===== src/hdl/dfc_pkg.sv =====
`timescale 1ns / 1ps

package dfc_pkg;

  // register indexes on the configuration port
  typedef enum logic [1:0] {
    REG_HEADER  = 2'd0,
    REG_MIN     = 2'd1,
    REG_MAX     = 2'd2,
    REG_UNUSED  = 2'd3
  } reg_index_t;

  // frame status codes
  typedef enum logic [1:0] {
    ST_OK        = 2'd0,
    ST_CHECKSUM  = 2'd1,
    ST_BELOW_MIN = 2'd2,
    ST_ABOVE_MAX = 2'd3
  } status_t;

  // byte position within a frame
  typedef enum logic [1:0] {
    POS_HUNT     = 2'd0,
    POS_HIGH     = 2'd1,
    POS_LOW      = 2'd2,
    POS_CHECKSUM = 2'd3
  } pos_t;

  localparam logic [7:0]  HEADER_RESET = 8'd255;
  localparam logic [15:0] MIN_RESET    = 16'd30;
  localparam logic [15:0] MAX_RESET    = 16'd4500;

  typedef struct packed {
    logic [7:0]  header_value;
    logic [15:0] lower_limit;
    logic [15:0] upper_limit;
  } cfg_t;

  typedef struct packed {
    status_t     status;
    logic [15:0] distance;
    logic [15:0] raw_distance;
  } result_t;

endpackage


===== src/hdl/dfc_rx_stage.sv =====
`timescale 1ns / 1ps

module dfc_rx_stage (
  input  logic       clk,
  input  logic       rst,
  input  logic       in_valid,
  output logic       in_ready,
  input  logic [7:0] rx_byte,
  input  logic       step,
  output logic       b_valid,
  output logic [7:0] b_data
);

  // slot is free when empty, or when the held byte moves on this cycle
  assign in_ready = !b_valid || step;

  // valid flag for the held byte
  always_ff @(posedge clk) begin
    if (rst) begin
      b_valid <= 1'b0;
    end else if (in_ready) begin
      b_valid <= in_valid;
    end
  end

  // byte register, loaded on each input transfer
  always_ff @(posedge clk) begin
    if (in_valid && in_ready) begin
      b_data <= rx_byte;
    end
  end

endmodule


===== src/hdl/dfc_parse.sv =====
`timescale 1ns / 1ps

module dfc_parse (
  input  logic             clk,
  input  logic             rst,
  input  dfc_pkg::cfg_t    cfg,
  input  logic             b_valid,
  input  logic [7:0]       b_data,
  input  logic             o_free,
  output logic             step,
  output logic             emit,
  output dfc_pkg::result_t result
);

  import dfc_pkg::*;

  pos_t        pos;
  pos_t        pos_next;
  logic [7:0]  high_byte;
  logic [7:0]  low_byte;
  logic [7:0]  running_sum;
  logic [7:0]  running_sum_next;
  logic [15:0] raw;
  status_t     status;

  // a checksum byte needs room in the result register
  assign emit = b_valid && (pos == POS_CHECKSUM);
  assign step = b_valid && (!emit || o_free);

  // position and running sum update
  always_comb begin
    pos_next         = pos;
    running_sum_next = running_sum;
    unique case (pos)
      POS_HUNT: begin
        if (b_data == cfg.header_value) begin
          pos_next         = POS_HIGH;
          running_sum_next = b_data;
        end
      end
      POS_HIGH: begin
        pos_next         = POS_LOW;
        running_sum_next = running_sum + b_data;
      end
      POS_LOW: begin
        pos_next         = POS_CHECKSUM;
        running_sum_next = running_sum + b_data;
      end
      POS_CHECKSUM: begin
        pos_next = POS_HUNT;
      end
      default: begin
        pos_next = POS_HUNT;
      end
    endcase
  end

  always_ff @(posedge clk) begin
    if (rst) begin
      pos         <= POS_HUNT;
      high_byte   <= '0;
      low_byte    <= '0;
      running_sum <= '0;
    end else if (step) begin
      pos         <= pos_next;
      running_sum <= running_sum_next;
      if (pos == POS_HIGH) begin
        high_byte <= b_data;
      end
      if (pos == POS_LOW) begin
        low_byte <= b_data;
      end
    end
  end

  // frame checks, in priority order
  assign raw = {high_byte, low_byte};

  always_comb begin
    if (running_sum != b_data) begin
      status = ST_CHECKSUM;
    end else if (raw < cfg.lower_limit) begin
      status = ST_BELOW_MIN;
    end else if (raw > cfg.upper_limit) begin
      status = ST_ABOVE_MAX;
    end else begin
      status = ST_OK;
    end
  end

  assign result.status       = status;
  assign result.distance     = (status == ST_OK) ? raw : cfg.lower_limit;
  assign result.raw_distance = raw;

endmodule


===== src/hdl/dfc_out_reg.sv =====
`timescale 1ns / 1ps

module dfc_out_reg (
  input  logic             clk,
  input  logic             rst,
  input  logic             load,
  input  dfc_pkg::result_t result,
  output logic             o_free,
  output logic             out_valid,
  input  logic             out_ready,
  output logic [1:0]       status,
  output logic [15:0]      distance,
  output logic [15:0]      raw_distance
);

  import dfc_pkg::*;

  result_t held;

  // empty, or emptied by a transfer this cycle
  assign o_free = !out_valid || out_ready;

  always_ff @(posedge clk) begin
    if (rst) begin
      out_valid <= 1'b0;
    end else if (o_free) begin
      out_valid <= load;
    end
  end

  always_ff @(posedge clk) begin
    if (load && o_free) begin
      held <= result;
    end
  end

  assign status       = 2'(held.status);
  assign distance     = held.distance;
  assign raw_distance = held.raw_distance;

endmodule


===== src/hdl/distance_frame_checker_core.sv =====
`timescale 1ns / 1ps

// path: out_valid rises once the checksum byte has passed the byte register,
// then the result register
// throughput: one byte per cycle, the frame checks being combinational;
// a result held by the receiver stalls the checksum byte and then the input
// reset: synchronous, clears position, sums and valid flags and loads the
// default header, minimum and maximum; no clearing pass
module distance_frame_checker_core (
  input  logic        clk,
  input  logic        rst,
  input  logic        in_valid,
  output logic        in_ready,
  input  logic [7:0]  rx_byte,
  output logic        out_valid,
  input  logic        out_ready,
  output logic [1:0]  status,
  output logic [15:0] distance,
  output logic [15:0] raw_distance,
  input  logic        cfg_valid,
  output logic        cfg_ready,
  input  logic [1:0]  cfg_index,
  input  logic [15:0] cfg_data
);

  import dfc_pkg::*;

  cfg_t       cfg;
  logic       step;
  logic       emit;
  logic       b_valid;
  logic [7:0] b_data;
  logic       o_free;
  result_t    result;

  // configuration registers, always ready
  assign cfg_ready = 1'b1;

  always_ff @(posedge clk) begin
    if (rst) begin
      cfg.header_value <= HEADER_RESET;
      cfg.lower_limit  <= MIN_RESET;
      cfg.upper_limit  <= MAX_RESET;
    end else if (cfg_valid) begin
      unique case (reg_index_t'(cfg_index))
        REG_HEADER: cfg.header_value <= cfg_data[7:0];
        REG_MIN:    cfg.lower_limit  <= cfg_data;
        REG_MAX:    cfg.upper_limit  <= cfg_data;
        default:    ;
      endcase
    end
  end

  dfc_rx_stage u_rx (
    .clk      (clk),
    .rst      (rst),
    .in_valid (in_valid),
    .in_ready (in_ready),
    .rx_byte  (rx_byte),
    .step     (step),
    .b_valid  (b_valid),
    .b_data   (b_data)
  );

  dfc_parse u_parse (
    .clk     (clk),
    .rst     (rst),
    .cfg     (cfg),
    .b_valid (b_valid),
    .b_data  (b_data),
    .o_free  (o_free),
    .step    (step),
    .emit    (emit),
    .result  (result)
  );

  dfc_out_reg u_out (
    .clk          (clk),
    .rst          (rst),
    .load         (emit),
    .result       (result),
    .o_free       (o_free),
    .out_valid    (out_valid),
    .out_ready    (out_ready),
    .status       (status),
    .distance     (distance),
    .raw_distance (raw_distance)
  );

endmodule

===== config.mk =====
export PLATFORM = sky130hd
export DESIGN_NAME = distance_frame_checker_core
export DESIGN_NICKNAME = d
export VERILOG_FILES = /design/src/hdl/dfc_pkg.sv /design/src/hdl/dfc_rx_stage.sv /design/src/hdl/dfc_parse.sv /design/src/hdl/dfc_out_reg.sv /design/src/hdl/distance_frame_checker_core.sv
export SDC_FILE = /design/constraint.sdc
export NUM_CORES = 1
export LEC_CHECK = 0
export ABC_AREA = 1
export BUFFER_PORTS_ARGS = -buffer_cell sky130_fd_sc_hd__buf_2
export CORE_MARGIN = 2
export CORE_UTILIZATION = 30
export CTS_BUF_LIST = sky130_fd_sc_hd__clkbuf_8
export DETAILED_ROUTE_END_ITERATION = 10
export GPL_ROUTABILITY_DRIVEN = 0
export SYNTH_ARGS = -nofsm -noshare
export SYNTH_HDL_FRONTEND = slang
export SYNTH_HIERARCHICAL = 1
export SYNTH_SLANG_ARGS = --single-unit
export TNS_END_PERCENT = 10

===== constraint.sdc =====
create_clock -name clk -period 4 [get_ports clk]
set_clock_uncertainty 0.05 [all_clocks]
set_input_delay 0.2 -clock clk [delete_from_list [all_inputs] [get_ports clk]]
set_output_delay 0.2 -clock clk [all_outputs]
set_load 0.01 [all_outputs]

# Word-level counts from Yosys, hierarchy flattened
# Cells that the tools add are included.
# op_classes
n_addsub	1
magnitude_cmp	2
n_eq_ne	8
n_mux	8
n_reduce_logical	22
# op_table
op	n
16-bit > comparator	1
16-bit less-than comparator	1
16-bit 2-to-1 mux	1
8-bit one-hot mux with 2 select lines	1
2-bit AND reduction	6
8-bit adder	1
8-bit == test	1
2-bit 2-to-1 mux	4
8-bit 2-to-1 mux	1
8-bit != test	1
2-bit one-hot mux with 4 select lines	1
2-bit == test (second input constant)	3
2-bit zero test	3
2-bit by 1-bit == test with 1-bit output (second input constant)	2
1-bit logical AND	4
1-bit zero test	3
1-bit logical OR	3
3-bit AND reduction	1
2-bit by 1-bit != test with 1-bit output (second input constant)	1
2-bit nonzero test	1
2-bit OR reduction	1
# word_totals
regBits	110
in_bits	31
output_inout_bits	37
wordCells	54

# Logic depth before layout (Yosys ltp)
# depth
ltp_word	7
depth_mapped	16
depth_no_buf	15

# By module
# Netlist, hierarchy kept.
# modules_own_cells
module	n_inst	cells_per_inst	area_each_um2	seq_area_each_um2
dfc_parse	1	419	2722.6	520.5
distance_frame_checker_core	1	228	1625.3	800.8
dfc_out_reg	1	40	1068.5	1041.0
dfc_rx_stage	1	14	287.8	260.2

# Worst setup path before layout
# Ideal clock, no wire load.
# synth_path
kind	register to register
startpoint	register u_parse.pos[0]
endpoint	register u_out.held, in the netlist u_out/distance[0], enable pin
setup_ps	437
t_arrival_ps	2331
required_time_ps	3513
setup_slack_ps	1182
path_stages_with_launch	6
path_buffers	0
synth_period_minus_slack_ps	2818
path_cell_list	dfxtp_1 > ha_1 > nand2_1 > inv_1 > inv_1 > a21oi_1
# synth_via
elab_chain_cells	3
# synth_rtl
element	line	rtl
start: declaration	dfc_parse.sv:17	pos_t pos;
start signal: assignment	dfc_parse.sv:65	pos <= pos_next;
2-bit == test	dfc_parse.sv:27	assign emit = b_valid && (pos == POS_CHECKSUM);
1-bit logical AND	dfc_parse.sv:27	
via emit	distance_frame_checker_core.sv:30	logic emit;
1-bit logical AND	dfc_out_reg.sv:32	if (load && o_free) begin
end signal: assignment	dfc_out_reg.sv:33	held <= result;
end: declaration	dfc_out_reg.sv:18	result_t held;
# The timed path passes the listed nets, and every way through them passes these cells.
# A chain may end at the register's enable or synchronous reset.

==> results.sh <==
export IMPL_cts_root_buf="clkbuf_8"
export IMPL_cts_tree="done"
export IMPL_track_usage_pct=13.7
export IMPL_boundaryPins=68
export IMPL_synthDistinctLibCells=35
export IMPL_r2r_start="u_rx/b_data[2]"
export IMPL_multi_input_area_um2=2600
export IMPL_dpl_cell_count=978
export IMPL_fp_dieH_um=142
export IMPL_max_stage_delay_ps=490
export IMPL_setup_viol=0
export IMPL_clkLatencyLatePin_ps=380
export IMPL_rows=50
export IMPL_portBuffers=66
export IMPL_fin_tns_setup_ps=0
export IMPL_tightest_slew_ps=1130
export IMPL_drt_wl_total_um=13500
export IMPL_relSlewSlack_pct=24.6
export IMPL_clk_pin_slew_ps=110
export IMPL_synth_edf_count=42
export IMPL_yosysSeqAreaShare_pct=46.0
export IMPL_fmax_ghz=0.424
export IMPL_ys_warnings_count=6
export IMPL_cts_resized_gates=0
export IMPL_grt_pass1_vias=4029
export IMPL_rrSetupSlack_ps=1640
export IMPL_numCtsBuffers=9
export IMPL_fillCellCount=1934
export IMPL_cp_max_fo=19
export IMPL_fin_crit_sh_pct=59.0
export IMPL_final_max_slew_viol_count=0
export IMPL_cp_slowest_cell="edfxtp_1"
export IMPL_final_hold_viol_count=0
export IMPL_rsz0062_at_grt="false"
export IMPL_worstPathRequired_ps=4080
export IMPL_vdd_drop_max_mv=0.144
export IMPL_start_kind="flop"
export IMPL_cp_cell_sequence="ha_1 -> nor4_2 -> nand2_2 -> nor2_8 -> nand3_4 -> nand2_1 -> nand2_1"
export IMPL_postRouteAntennaNets=0
export IMPL_synth_seq_cells=110
export IMPL_min_from="cfg_data[13]"
export IMPL_reg2regPathDepth=7
export IMPL_regArea_um2=2620
export IMPL_hpwl_um=9910
export IMPL_p_per_area_nw_per_um2=313
export IMPL_drt_pre_antenna_iters=5
export IMPL_r2r_end="u_out/distance[7]"
export IMPL_critPathKind="flop to flop"
export IMPL_synthCells=701
export IMPL_overflow=0
export IMPL_grt_first_pass_wirelength_um=21400
export IMPL_cts_buffer_depth=2
export IMPL_drive_gt1_share_pct=13.5
export IMPL_critPathArrivalTime_ps=2440
export IMPL_critPathLaunch="u_rx/b_data[2]"
export IMPL_final_nets=841
export IMPL_hp_class="primary input to flop"
export IMPL_cellLeakagePower_nw=2.99
export IMPL_syn2layout_area_growth_pct=13.4
export IMPL_ys_async_sr_fraction_pct=0
export IMPL_min_period_ps=2360
export IMPL_syn_area_um2=5700
export IMPL_drcViolationCount=0
export IMPL_grt_max_degree=35
export IMPL_via_count=4522
export IMPL_cp_endpoint="u_out/distance[7]"
export IMPL_finalNonFillerCells=1005
export IMPL_end_kind="flop"
export IMPL_coreArea_um2=18700
export IMPL_h_tree_depth=3
export IMPL_clock_sinks=110
export IMPL_avgSynthCellArea_um2=8.14
export IMPL_cp_common_cell="nand2_1"
export IMPL_outcome="completed"
export IMPL_dr_first_iter_drc_count=335
export IMPL_antenna_found_initial=0
export IMPL_synth_ff_type="dfxtp_1"
export IMPL_maxCapViolCount=0
export IMPL_dieArea_um2=20100
export IMPL_wl_per_cell_um=13.5
export IMPL_diodes=0
export IMPL_syn_nets=776
export IMPL_routed_via_density=4.50
export IMPL_die_w_um=142
export IMPL_start_util_pct=30.5
-- registers in the layout, summed over array words and instances, names as in the netlist --
name                 cells
u_parse/high_byte        8
u_out/status             2
u_rx/b_data              8
u_out/out_valid          1
u_parse/pos              2
u_rx/b_valid             1
u_parse/running_sum      8
u_out/distance          16
u_out/raw_distance      16
u_parse/low_byte         8
cfg                     40
-- cells in the final DEF, fill, tap and decap left out, drive strengths merged --
master         n
a21boi         1
a21o           2
a21oi         44
buf           67
clkbuf        11
conb           1
dfxtp         68
dlygate4sd3   11
edfxtp        42
fa             1
ha            43
inv           93
nand2        213
nand3         56
nand3b         1
nand4         26
nor2          65
nor3           3
nor4           1
o21a           1
o21ai          8
or2            2
xnor2         11
-- routing by layer --
metal | GRT usage [%] | share of wire, % | up-vias
met1 | 20.0 | 51 | 2037
met3 | 3.04 | 5.5 | 9
met4 | 4.21 | 1.2 | 0
met2 | 20.0 | 42 | 88
li1 | - | - | 2388
met5 | 0 | 0 | -
-- how the worst min path moves through the flow --
stage                      end  slack [ps]  cells after the start
4_1_cts                cfg[18]           2                      3
3_5_place_dp    u_rx/b_data[7]         330                      1
3_3_place_gp    u_rx/b_data[7]         330                      1
6_report               cfg[13]          10                      3
2_1_floorplan  u_out/out_valid         210                      1
5_1_grt                cfg[18]          20                      3
-- Yosys cell counts (3+ instances only) --
cell type | count | area (um2)
nand2_1 | 206 | 773
xnor2_1 | 11 | 96.3
nand4_1 | 26 | 163
a21oi_1 | 42 | 210
dfxtp_1 | 68 | 1360
nand3_1 | 52 | 260
inv_2 | 3 | 11.3
o21ai_0 | 8 | 40.0
buf_4 | 4 | 30.0
ha_1 | 43 | 538
nand2_2 | 6 | 37.5
nand3_4 | 3 | 52.6
clkbuf_1 | 9 | 33.8
edfxtp_1 | 42 | 1260
buf_6 | 6 | 67.6
nor2_1 | 62 | 233
buf_2 | 4 | 20.0
inv_1 | 85 | 319
-- cell families (layout without fill, tap and decap cells) --
logic type	after synthesis	in the layout	synth area share [%]
AO/OA/AOI/OAI	56	56	5.22
buffers and inverters	112	182	8.69
other	1	1	0.0657
AND/OR/NAND/NOR	367	367	28.6
flip-flops	110	110	46.0
XOR/XNOR	11	11	1.69
adder cells (fa/ha/maj)	44	44	9.78
-- through the flow --
stage / utilization [%] / setup slack (ps) / hold slack [ps] / cell area, um2 / power (W)
2_1_floorplan: - / 1180 / 212 / 5700 / 0.00136
3_3_place_gp: 33.0 / 1730 / 329 / 6180 / 0.00141
3_5_place_dp: 33.0 / 1650 / 329 / 6180 / 0.00141
4_1_cts: 34.6 / 1630 / 1.67 / 6470 / 0.00204
5_1_grt: 34.6 / 1500 / 18.7 / 6470 / 0.00211
6_report: 34.6 / 1640 / 13.8 / 6470 / 0.00203
-- final cells by class --
| class | instances | share of cell area (%) |
|---|---|---|
| Clock inverter | 5 | 0.406 |
| Inverter | 88 | 5.11 |
| Multi-Input combinational cell | 479 | 40.2 |
| Sequential cell | 110 | 40.5 |
| Tap cell | 234 | 4.53 |
| Timing Repair Buffer | 78 | 6.92 |
| Clock buffer | 11 | 2.34 |
-- critical path: cells and delay by family, from the launching register on --
kind | cells | cell delay (ps)
and+or+nand+nor | 6 | 1130
DFF | 1 | 490
adders and majority gates | 1 | 430
-- timing repair --
item | CTS | global route
setup buffers | 0 | 0
hold endpoints to repair | 12 | 0
hold buffers | 11 | 0
-- report_power, final --
group | leakage (nW) | internal, W | total [W] | switching [W]
sequential | 0.912 | 0.00119 | 0.00121 | 0.0000283
combinational | 1.98 | 0.0000694 | 0.000180 | 0.000110
clock | 0.104 | 0.000258 | 0.000633 | 0.000375
Power figures use the tool's default switching activity.
